$ cat config.mk
export PLATFORM = sky130hd
export DESIGN_NAME = pulse_period_item_splitter_core
export DESIGN_NICKNAME = d
export VERILOG_FILES = /design/src/hdl/ppis_pkg.sv /design/src/hdl/ppis_seg_unit.sv /design/src/hdl/pulse_period_item_splitter_core.sv
export SDC_FILE = /design/constraint.sdc
export NUM_CORES = 1
export LEC_CHECK = 0
export BUFFER_PORTS_ARGS = -buffer_cell sky130_fd_sc_hd__buf_2
export CELL_PAD_IN_SITES_DETAIL_PLACEMENT = 0
export CELL_PAD_IN_SITES_GLOBAL_PLACEMENT = 1
export CORE_ASPECT_RATIO = 0.5
export CORE_MARGIN = 2
export CORE_UTILIZATION = 45
export DETAILED_ROUTE_END_ITERATION = 7
export MAX_ROUTING_LAYER = met4
export PLACE_DENSITY_LB_ADDON = 0.12
export RECOVER_POWER = 50
export SETUP_SLACK_MARGIN = 0.3
export SYNTH_ARGS = -nofsm -noshare
export SYNTH_HDL_FRONTEND = slang
export SYNTH_SLANG_ARGS = --single-unit
$ cat constraint.sdc
create_clock -name clk -period 6.78 [get_ports clk]
set_clock_uncertainty 0.05 [all_clocks]
set_input_delay 2.034 -clock clk [delete_from_list [all_inputs] [get_ports clk]]
set_output_delay 2.034 -clock clk [all_outputs]
set_load 0.005 [all_outputs]
$ cat src/hdl/ppis_pkg.sv
// shared types and constants of the pulse period item splitter
package ppis_pkg;

	localparam int DEF_DURATION_BITS = 15;
	localparam int DEF_COUNT_BITS    = 20;
	localparam int OUT_DUR_BITS      = 15;
	localparam int MAX_RESULTS       = 34;
	localparam int CNT_BITS          = $clog2(MAX_RESULTS);

	typedef enum logic [1:0] {
		ST_IDLE,
		ST_HIGH,
		ST_LOW
	} state_t;

	// output item, first field in the lowest bits
	typedef struct packed {
		logic                    second_level;
		logic [OUT_DUR_BITS-1:0] second_duration;
		logic                    first_level;
		logic [OUT_DUR_BITS-1:0] first_duration;
	} item_t;

	// compare flags from the shared segment unit
	typedef struct packed {
		logic gt_two;
		logic gt_seg;
	} seg_cmp_t;

endpackage

$ cat src/hdl/ppis_seg_unit.sv
// shared compare and subtract unit against one and two full segments
module ppis_seg_unit #(
	parameter int COUNT_BITS    = ppis_pkg::DEF_COUNT_BITS,
	parameter int DURATION_BITS = ppis_pkg::DEF_DURATION_BITS
) (
	input  logic [COUNT_BITS-1:0] x,
	output ppis_pkg::seg_cmp_t    cmp,
	output logic [COUNT_BITS-1:0] minus_two,
	output logic [COUNT_BITS-1:0] minus_seg
);
	import ppis_pkg::*;

	localparam logic [COUNT_BITS-1:0] SEG = COUNT_BITS'((1 << DURATION_BITS) - 1);
	localparam logic [COUNT_BITS-1:0] TWO = COUNT_BITS'(2 * ((1 << DURATION_BITS) - 1));

	assign cmp.gt_two = x > TWO;
	assign cmp.gt_seg = x > SEG;
	assign minus_two  = x - TWO;
	assign minus_seg  = x - SEG;

endmodule

$ cat src/hdl/pulse_period_item_splitter_core.sv
// top level: splits one high/low period into a run of two-segment pulse items
//
// channel   dir  handshake                    payload
// s_axis    in   s_axis_tvalid/s_axis_tready  tdata: high_count, low_count
// m_axis    out  m_axis_tvalid/m_axis_tready  tdata: first_duration, first_level,
//                                             second_duration, second_level; tlast: last
//
// rate: a taken period yields one output item per cycle while the sink keeps up, and the
//   input stays closed until the last item of the run has been produced
// the items are formed with the single shared compare/subtract unit stepped by the sequencer
// reset: arst_n clears the sequencer, item counter and output valid; nothing else
// stalls: a low m_axis_tready with an item waiting freezes the sequencer; the last item of a run waits in
//   the output register while the next period is already accepted
module pulse_period_item_splitter_core #(
	parameter int DURATION_BITS = ppis_pkg::DEF_DURATION_BITS,
	parameter int COUNT_BITS    = ppis_pkg::DEF_COUNT_BITS
) (
	input  logic clk,
	input  logic arst_n,
	// tdata: high_count, low_count (lowest bit up), zero padded to bytes
	input  logic [((2*COUNT_BITS+7)/8)*8-1:0] s_axis_tdata,
	input  logic                              s_axis_tvalid,
	output logic                              s_axis_tready,
	// tdata: first_duration, first_level, second_duration, second_level (lowest bit up)
	output ppis_pkg::item_t                   m_axis_tdata,
	output logic                              m_axis_tlast,
	output logic                              m_axis_tvalid,
	input  logic                              m_axis_tready
);
	import ppis_pkg::*;

	localparam logic [DURATION_BITS-1:0] SEG_D = '1;

	state_t                 state_q, state_d;
	logic [COUNT_BITS-1:0]  hi_q, hi_d;
	logic [COUNT_BITS-1:0]  lo_q, lo_d;
	logic [CNT_BITS-1:0]    cnt_q;
	item_t                  item_q, item_d;
	logic                   last_q, last_d;
	logic                   out_valid_q;

	logic                   accept;
	logic                   step;
	logic                   cap;
	logic                   done;
	logic [COUNT_BITS-1:0]  unit_x;
	seg_cmp_t               cmp;
	logic [COUNT_BITS-1:0]  x_minus_two;
	logic [COUNT_BITS-1:0]  x_minus_seg;
	logic                   lo_gt_seg;
	logic [COUNT_BITS-1:0]  lo_minus_seg;

	assign s_axis_tready = (state_q == ST_IDLE);
	assign accept        = s_axis_tvalid && s_axis_tready;
	// advance only when the output register is free or being emptied
	assign step          = (state_q != ST_IDLE) && (!out_valid_q || m_axis_tready);
	// run truncated at the item limit
	assign cap           = (cnt_q == CNT_BITS'(MAX_RESULTS - 1));

	// the shared unit works on the high count first, then on the low count
	assign unit_x = (state_q == ST_LOW) ? lo_q : hi_q;

	ppis_seg_unit #(
		.COUNT_BITS    (COUNT_BITS),
		.DURATION_BITS (DURATION_BITS)
	) u_seg (
		.x         (unit_x),
		.cmp       (cmp),
		.minus_two (x_minus_two),
		.minus_seg (x_minus_seg)
	);

	// pad taken from the low time when the high tail closes with a low segment
	assign lo_gt_seg    = lo_q > COUNT_BITS'(SEG_D);
	assign lo_minus_seg = lo_q - COUNT_BITS'(SEG_D);

	// item and remainder for the current step
	always_comb begin
		item_d = '0;
		last_d = 1'b0;
		hi_d   = hi_q;
		lo_d   = lo_q;
		unique case (state_q)
			ST_HIGH: begin
				item_d.first_level    = 1'b1;
				item_d.first_duration = OUT_DUR_BITS'(SEG_D);
				if (cmp.gt_two) begin
					// full high item
					item_d.second_duration = OUT_DUR_BITS'(SEG_D);
					item_d.second_level    = 1'b1;
					hi_d                   = x_minus_two;
					last_d                 = 1'b0;
				end else if (cmp.gt_seg) begin
					// high tail fills both segments
					item_d.second_duration = OUT_DUR_BITS'(x_minus_seg[DURATION_BITS-1:0]);
					item_d.second_level    = 1'b1;
					last_d                 = (lo_q == '0);
				end else begin
					// short high tail closed by a low pad
					item_d.first_duration = OUT_DUR_BITS'(hi_q[DURATION_BITS-1:0]);
					item_d.second_level   = 1'b0;
					if (lo_gt_seg) begin
						item_d.second_duration = OUT_DUR_BITS'(SEG_D);
						lo_d                   = lo_minus_seg;
						last_d                 = 1'b0;
					end else begin
						item_d.second_duration = OUT_DUR_BITS'(lo_q[DURATION_BITS-1:0]);
						lo_d                   = '0;
						last_d                 = 1'b1;
					end
				end
			end
			ST_LOW: begin
				item_d.first_level  = 1'b0;
				item_d.second_level = 1'b0;
				if (cmp.gt_two) begin
					item_d.first_duration  = OUT_DUR_BITS'(SEG_D);
					item_d.second_duration = OUT_DUR_BITS'(SEG_D);
					lo_d                   = x_minus_two;
					last_d                 = 1'b0;
				end else if (cmp.gt_seg) begin
					item_d.first_duration  = OUT_DUR_BITS'(SEG_D);
					item_d.second_duration = OUT_DUR_BITS'(x_minus_seg[DURATION_BITS-1:0]);
					last_d                 = 1'b1;
				end else begin
					item_d.first_duration  = OUT_DUR_BITS'(lo_q[DURATION_BITS-1:0]);
					item_d.second_duration = '0;
					last_d                 = 1'b1;
				end
			end
			default: begin
				last_d = 1'b0;
			end
		endcase
		if (cap) begin
			last_d = 1'b1;
		end
	end

	assign done = last_d;

	// next state
	always_comb begin
		state_d = state_q;
		unique case (state_q)
			ST_IDLE: begin
				if (accept) begin
					state_d = ST_HIGH;
				end
			end
			ST_HIGH: begin
				if (step) begin
					if (done) begin
						state_d = ST_IDLE;
					end else if (cmp.gt_two) begin
						state_d = ST_HIGH;
					end else begin
						state_d = ST_LOW;
					end
				end
			end
			ST_LOW: begin
				if (step && done) begin
					state_d = ST_IDLE;
				end
			end
			default: begin
				state_d = ST_IDLE;
			end
		endcase
	end

	always_ff @(posedge clk or negedge arst_n) begin
		if (!arst_n) begin
			state_q     <= ST_IDLE;
			cnt_q       <= '0;
			out_valid_q <= 1'b0;
		end else begin
			state_q <= state_d;
			if (accept) begin
				cnt_q <= '0;
			end else if (step) begin
				cnt_q <= cnt_q + 1'b1;
			end
			if (step) begin
				out_valid_q <= 1'b1;
			end else if (m_axis_tready) begin
				out_valid_q <= 1'b0;
			end
		end
	end

	// counts and output payload
	always_ff @(posedge clk) begin
		if (accept) begin
			hi_q <= s_axis_tdata[COUNT_BITS-1:0];
			lo_q <= s_axis_tdata[2*COUNT_BITS-1:COUNT_BITS];
		end else if (step) begin
			hi_q <= hi_d;
			lo_q <= lo_d;
		end
		if (step) begin
			item_q <= item_d;
			last_q <= last_d;
		end
	end

	assign m_axis_tdata  = item_q;
	assign m_axis_tlast  = last_q;
	assign m_axis_tvalid = out_valid_q;

endmodule

# Yosys cells after proc, flatten, opt, wreduce, memory -nomap -nowiden
# Index checks and enable logic that the tools add are counted.
[classes]
add_sub_neg = 4
order_cmp = 3
eq_ne = 9
muxes = 37
reduce_logical = 16
[ops]
columns = ["cell", "count"]
rows = [
  ["20-bit 2-to-1 mux", 10],
  ["15-bit 2-to-1 mux", 7],
  ["32-bit one-hot mux with 2 select lines", 1],
  ["20-bit by 15-bit > comparator with 1-bit output (second input constant)", 2],
  ["20-bit one-hot mux with 2 select lines", 1],
  ["16-bit 2-to-1 mux", 2],
  ["20-bit by 16-bit > comparator with 1-bit output (second input constant)", 1],
  ["20-bit logical NOT", 1],
  ["20-bit by 15-bit subtractor with 20-bit output (second input constant)", 1],
  ["20-bit by 16-bit subtractor with 20-bit output (second input constant)", 1],
  ["15-bit subtractor (second input constant)", 1],
  ["6-bit 2-to-1 mux", 2],
  ["2-bit 2-to-1 mux", 5],
  ["2-bit nonzero test", 5],
  ["3-bit != test (second input constant)", 3],
  ["1-bit 2-to-1 mux", 7],
  ["6-bit by 1-bit adder with 6-bit output (second input constant)", 1],
  ["6-bit == test (second input constant)", 1],
  ["2-bit one-hot mux with 3 select lines", 1],
  ["3-bit AND reduction", 2],
  ["5-bit AND reduction", 1],
  ["2-bit by 1-bit != test with 1-bit output (second input constant)", 2],
  ["1-bit logical AND", 3],
  ["3-bit nonzero test", 1],
  ["7 further kinds", 7],
]
[word_totals]
reg_bits = 82
input_bits = 44
output_inout_bits = 35
elab_cells = 79

# Longest topological paths before layout
[depth]
word_depth = 10
mapped_depth = 16
mapped_depth_nobuf = 11

# By module
# Synthesis repeated with hierarchy kept, for this count alone.
[hier_totals]
hier_cells = 575
hier_area_um2 = 5431.5
[modules_own_cells]
columns = ["module", "n_inst", "cells_per_inst", "area_each_um2", "seq_area_each_um2"]
rows = [
  ["pulse_period_item_splitter_core", 1, 465, 4531.8, 2417.3],
  ["ppis_seg_unit", 1, 110, 899.6, 0.0],
]

# Least setup slack after synthesis
# Ideal clock, no wire load.
[synth_timing]
path_type = "input to register"
startpoint = "in m_axis_tready"
endpoint = "reg hi_q[0], enable pin"
setup_time_ps = 425
arrival_time_ps = 5086
t_required_ps = 6305
path_slack_ps = 1219
cell_stages = 5
n_path_buf = 1
path_cell_list = "inv_1 a21oi_1 clkbuf_1 nand2_1 o21ai_0"
[synth_between]
elab_chain_len = 4
[synth_lines]
columns = ["item", "line_no", "source"]
rows = [
  ["start: declaration", "pulse_period_item_splitter_core.sv:28", "input logic m_axis_tready"],
  ["1-bit logical OR", "pulse_period_item_splitter_core.sv:56", "assign step = (state_q != ST_IDLE) && (!out_valid_q || m_axis_tready);"],
  ["1-bit logical AND", "pulse_period_item_splitter_core.sv:56", ""],
  ["net step", "pulse_period_item_splitter_core.sv:43", "logic step;"],
  ["2-bit nonzero test (no source line)", "n/a", ""],
  ["3-bit AND reduction (no source line)", "n/a", ""],
  ["end signal: assignment", "pulse_period_item_splitter_core.sv:196", "hi_q <= s_axis_tdata[COUNT_BITS-1:0];"],
  ["end signal: assignment", "pulse_period_item_splitter_core.sv:199", "hi_q <= hi_d;"],
  ["end: declaration", "pulse_period_item_splitter_core.sv:35", "logic [COUNT_BITS-1:0] hi_q, hi_d;"],
]
# The timed path passes the listed nets, and every way through them passes these cells.
# A chain may end at the register's enable or synchronous reset.

# Worst setup path in the final report
[layout_timing]
startpoint = "in s_axis_tvalid"
endpoint = "reg lo_q[9], data pin"
[layout_between]
elab_chain_len = 2
[layout_lines]
columns = ["item", "line_no", "source"]
rows = [
  ["start: declaration", "pulse_period_item_splitter_core.sv:22", "input logic s_axis_tvalid,"],
  ["1-bit logical AND", "pulse_period_item_splitter_core.sv:54", "assign accept = s_axis_tvalid && s_axis_tready;"],
  ["20-bit 2-to-1 mux", "pulse_period_item_splitter_core.sv:195", "if (accept) begin"],
  ["end signal: assignment", "pulse_period_item_splitter_core.sv:197", "lo_q <= s_axis_tdata[2*COUNT_BITS-1:COUNT_BITS];"],
  ["end signal: assignment", "pulse_period_item_splitter_core.sv:200", "lo_q <= lo_d;"],
  ["end: declaration", "pulse_period_item_splitter_core.sv:36", "logic [COUNT_BITS-1:0] lo_q, lo_d;"],
]
# No other way between the ends.

==> key figures <==
Setup path
  – CP endpoint kind: register
  – R2R Path End: lo_q[9]
  – Largest stage delay, worst path: 1350 ps
  – R2r startpoint: state_q[0]
  – Slowest cell on crit path: clkbuf_1
  – CP Buf/Inv Count: 2
  – R2R depth: 10
  – Worst R2R Setup Slack: 2570 ps
  – CP Data Arrival Time: 4830 ps
  – CP Launch Type: input pin
  – CP Max Fanout: 37
  – CP cell instances: clkbuf_1 -> and2_0 -> clkbuf_1 -> nor2_1 -> nand2_1 -> nor2_1 -> a221o_1
  – WP data required: 6830 ps
  – Cell family with most CP delay: buffers and inverters
  – Critical path class: input pin to register

STA
  – Final Hold Fails: 0
  – Final setup viols: 0
  – RSZ-0062 raised after global routing: no
  – Setup TNS: 0 ps
  – Final hold slack: 471 ps
  – F_max: 209 MHz
  – Least-Margin Pin Slew: 1840 ps
  – Crit share post-route: 70.6%
  – Max_slew headroom: -22.7%
  – Period minus WS final: 4790 ps
  – Slew Viols, Final: 38

Run status
  – Status: finished with violations
  – Failing checks: capacitance limit, slew limit

Route
  – Detailed Routing Iterations Pass 1: 6
  – Met1 wire length: 8380 um
  – Via count: 4,961
  – Highest Signal Layer: met4
  – Number of nets with antenna violations after routing: 0
  – Vias per inst: 6.09
  – Routed length on met3: 1630 um
  – DRT Wirelength: 17,700 um
  – DR WL met2: 7530 um
  – WL/cell: 21.8 um
  – Initial DRC count: 570
  – DRC viols: 0

Power and ir drop
  – Pwr dens: 496 nW/um^2
  – Int Pwr: 1.77 mW
  – Switch share: 44.2%
  – Sw Pwr: 1.40 mW
  – Pleak: 2.33 nW
  – Reg power frac: 39.6%
  – Combinational share of power: 44.5%
  – Clock share of power: 16.0%
  – Max IR drop VDD: 0.000209 V

Clock network
  – CTS sink count: 82
  – Clock Pin Slew Worst Setup and Hold Paths: 70 ps
  – Cts hold-fix bufs: 0
  – Post-CTS Setup Repair Bufs: 0
  – Latest clock arrival within the worst-skew pair: 350 ps
  – Maximum root-to-sink buffer count: 2
  – TritonCTS buffer count: 9
  – Post-CTS Resized: 0
  – Root cell of the clock tree: clkbuf_16
  – CTS tree: yes
  – H-tree levels: 3

GRT
  – Antenna violations before repair: 0
  – GRT Resource Usage Total: 27.7%
  – Vias in the first global route: 4,652
  – Largest net degree at the start of global routing: 51
  – First-pass GRT wire length: 27,300 um
  – Grt total ovfl: 0

Synthesis
  – Syn Area/Cell: 9.54 um^2
  – Cell Area, Synth: 5670 um^2
  – Mapped Nets: 648
  – Async S/R FF share, synth: 11.0%
  – Library cells used by synthesis: 67
  – Ys flop type: edfxtp_1
  – Mapped Cells: 594
  – Register bit total from synthesis: 82
  – Yosys warnings: 0
  – Post-synthesis sequential area ratio: 42.7%
  – Number of synthesized flops with an enable pin: 73

Placement
  – PortBufs: 78
  – Routability cong.: 0.915
  – Post-Place Cells: 799
  – DP HPWL: 12,500 um

Finish
  – Syn-to-layout area delta: 12.9%
  – Share of cells above drive strength 1: 17.4%
  – Non-Filler Instances: 815
  – Post-layout util: 53.1%
  – Net count, final: 699
  – # diodes: 0

Floorplan
  – Die H: 83.3 um
  – Die Area: 13,600 um^2
  – Starting Density: 47.0%
  – Die W: 163 um
  – Core area: 12,100 um^2
  – Num rows: 28
  – Top Ports: 79

Worst hold path
  – Hold_sp: cnt_q[3]
  – Worst Hold End: cnt_q[3]
  – Hold depth: 1
  – Min-Delay Path Class: register to register

Run
  – MaxCap Viol Count: 1
==> power by group through the flow <==
stage | combinational [mW] | sequential, mW | clock, mW
2_1_floorplan | 1.02 | 1.08 | 0
3_3_place_gp | 1.38 | 1.25 | 0
3_5_place_dp | 1.39 | 1.25 | 0
4_1_cts | 1.40 | 1.24 | 0.516
5_1_grt | 1.56 | 1.27 | 0.535
6_report | 1.41 | 1.25 | 0.506
==> area by class of cell <==
| cell class | count | area (um^2) |
|---|---|---|
| timing repair buffer | 88 | 442 |
| multi-input combinational | 446 | 2960 |
| clock buffer | 9 | 225 |
| sequential | 82 | 2420 |
| inverter | 18 | 67.6 |
| clock inverter | 7 | 76.3 |
| fill | 1173 | 5660 |
| tap | 165 | 206 |
==> cell usage in the layout (no fill, tap or decap), types with 8 or more instances in the layout <==
cell,synthesis,final
a21boi_0,15,15
mux2i_1,16,16
ha_1,10,9
a31oi_1,13,13
inv_1,18,18
nand3_1,13,13
edfxtp_1,73,73
xor2_1,20,20
dfrtp_1,9,9
nor2_1,49,49
nor3_1,9,9
o21ai_0,55,54
buf_2,11,68
nand4_1,16,16
clkbuf_16,0,9
nand2_1,54,54
xnor2_1,34,34
a21oi_1,32,31
a221oi_1,8,8
clkbuf_1,27,13
==> worst register-to-register path, stage by stage, from the launching register on <==
cell and delay (ps):
dfrtp_1 380, inv_1 100, ha_2 420, buf_4 530
nand4_1 330, o21ai_1 400, and4_1 320, a21oi_1 80
buf_4 230, a221o_1 310, nand2_1 670
==> flip-flops by register name (all words and copies together) (netlist names) <==
signal and flops:
cnt_q 6, hi_q 20, lo_q 20, m_axis_tdata 32, m_axis_tlast 1, m_axis_tvalid 1, state_q 2
==> metrics by stage <==
step / instance area, um^2 / power, mW / setup slack (ps)
4_1_cts: 6420 / 3.16 / 2600
3_3_place_gp: 6120 / 2.63 / 2480
6_report: 6390 / 3.17 / 1990
5_1_grt: 6390 / 3.37 / 1860
2_1_floorplan: 5670 / 2.10 / 1220
3_5_place_dp: 6120 / 2.64 / 2390
==> routing by layer <==
metal	track usage, %	vias to the layer above
met4	4.59	0
met1	40.8	2404
met3	6.39	21
li1	-	2309
met5	-	-
met2	39.1	227
==> cells in the mapped netlist, types with 3 or more instances <==
master	n	share of area [%]
edfxtp_1	73	39
o21ai_0	55	4.9
nand2_1	54	3.6
nor2_1	49	3.2
xnor2_1	34	5.3
a21oi_1	32	2.8
clkbuf_1	27	1.8
xor2_1	20	3.1
inv_1	18	1.2
mux2i_1	16	2.8
nand4_1	16	1.8
a21boi_0	15	2.0
a31oi_1	13	1.4
nand3_1	13	1.1
buf_2	11	0.97
ha_1	10	2.2
dfrtp_1	9	4.0
nor3_1	9	0.79
a221oi_1	8	1.2
a211oi_1	7	0.93
mux2_2	7	1.4
buf_6	5	0.99
nand3b_1	5	0.66
nor2b_1	5	0.55
o211ai_1	5	0.66
or3_1	5	0.55
a21o_1	4	0.53
a221o_1	4	0.71
a22oi_1	4	0.53
and3_1	4	0.44
o22ai_1	4	0.44
and2_1	3	0.33
nor3b_1	3	0.40
nor4_1	3	0.33
o221ai_1	3	0.46
==> cell families (layout without fill, tap and decap cells) <==
| group | after synthesis | in the layout | share of synthesized area [%] |
|---|---|---|---|
| buffers and inverters | 66 | 122 | 5.43 |
| AND/OR/NAND/NOR | 184 | 184 | 16.8 |
| flip-flops | 82 | 82 | 42.7 |
| multiplexers | 23 | 23 | 4.22 |
| AO/OA/AOI/OAI | 175 | 175 | 20.4 |
| adder cells (fa/ha/maj) | 10 | 10 | 2.21 |
| XOR/XNOR | 54 | 54 | 8.35 |
==> how the worst max path moves through the flow <==
stage / start / end / depth (start not counted)
floorplan: m_axis_tready / hi_q[0] / 5
global placement: m_axis_tready / lo_q[17] / 7
detailed placement: m_axis_tready / lo_q[17] / 7
CTS: state_q[0] / lo_q[3] / 10
global route: s_axis_tvalid / lo_q[9] / 7
finish: s_axis_tvalid / lo_q[9] / 7
No activity file was read; power rests on OpenSTA's default activity.
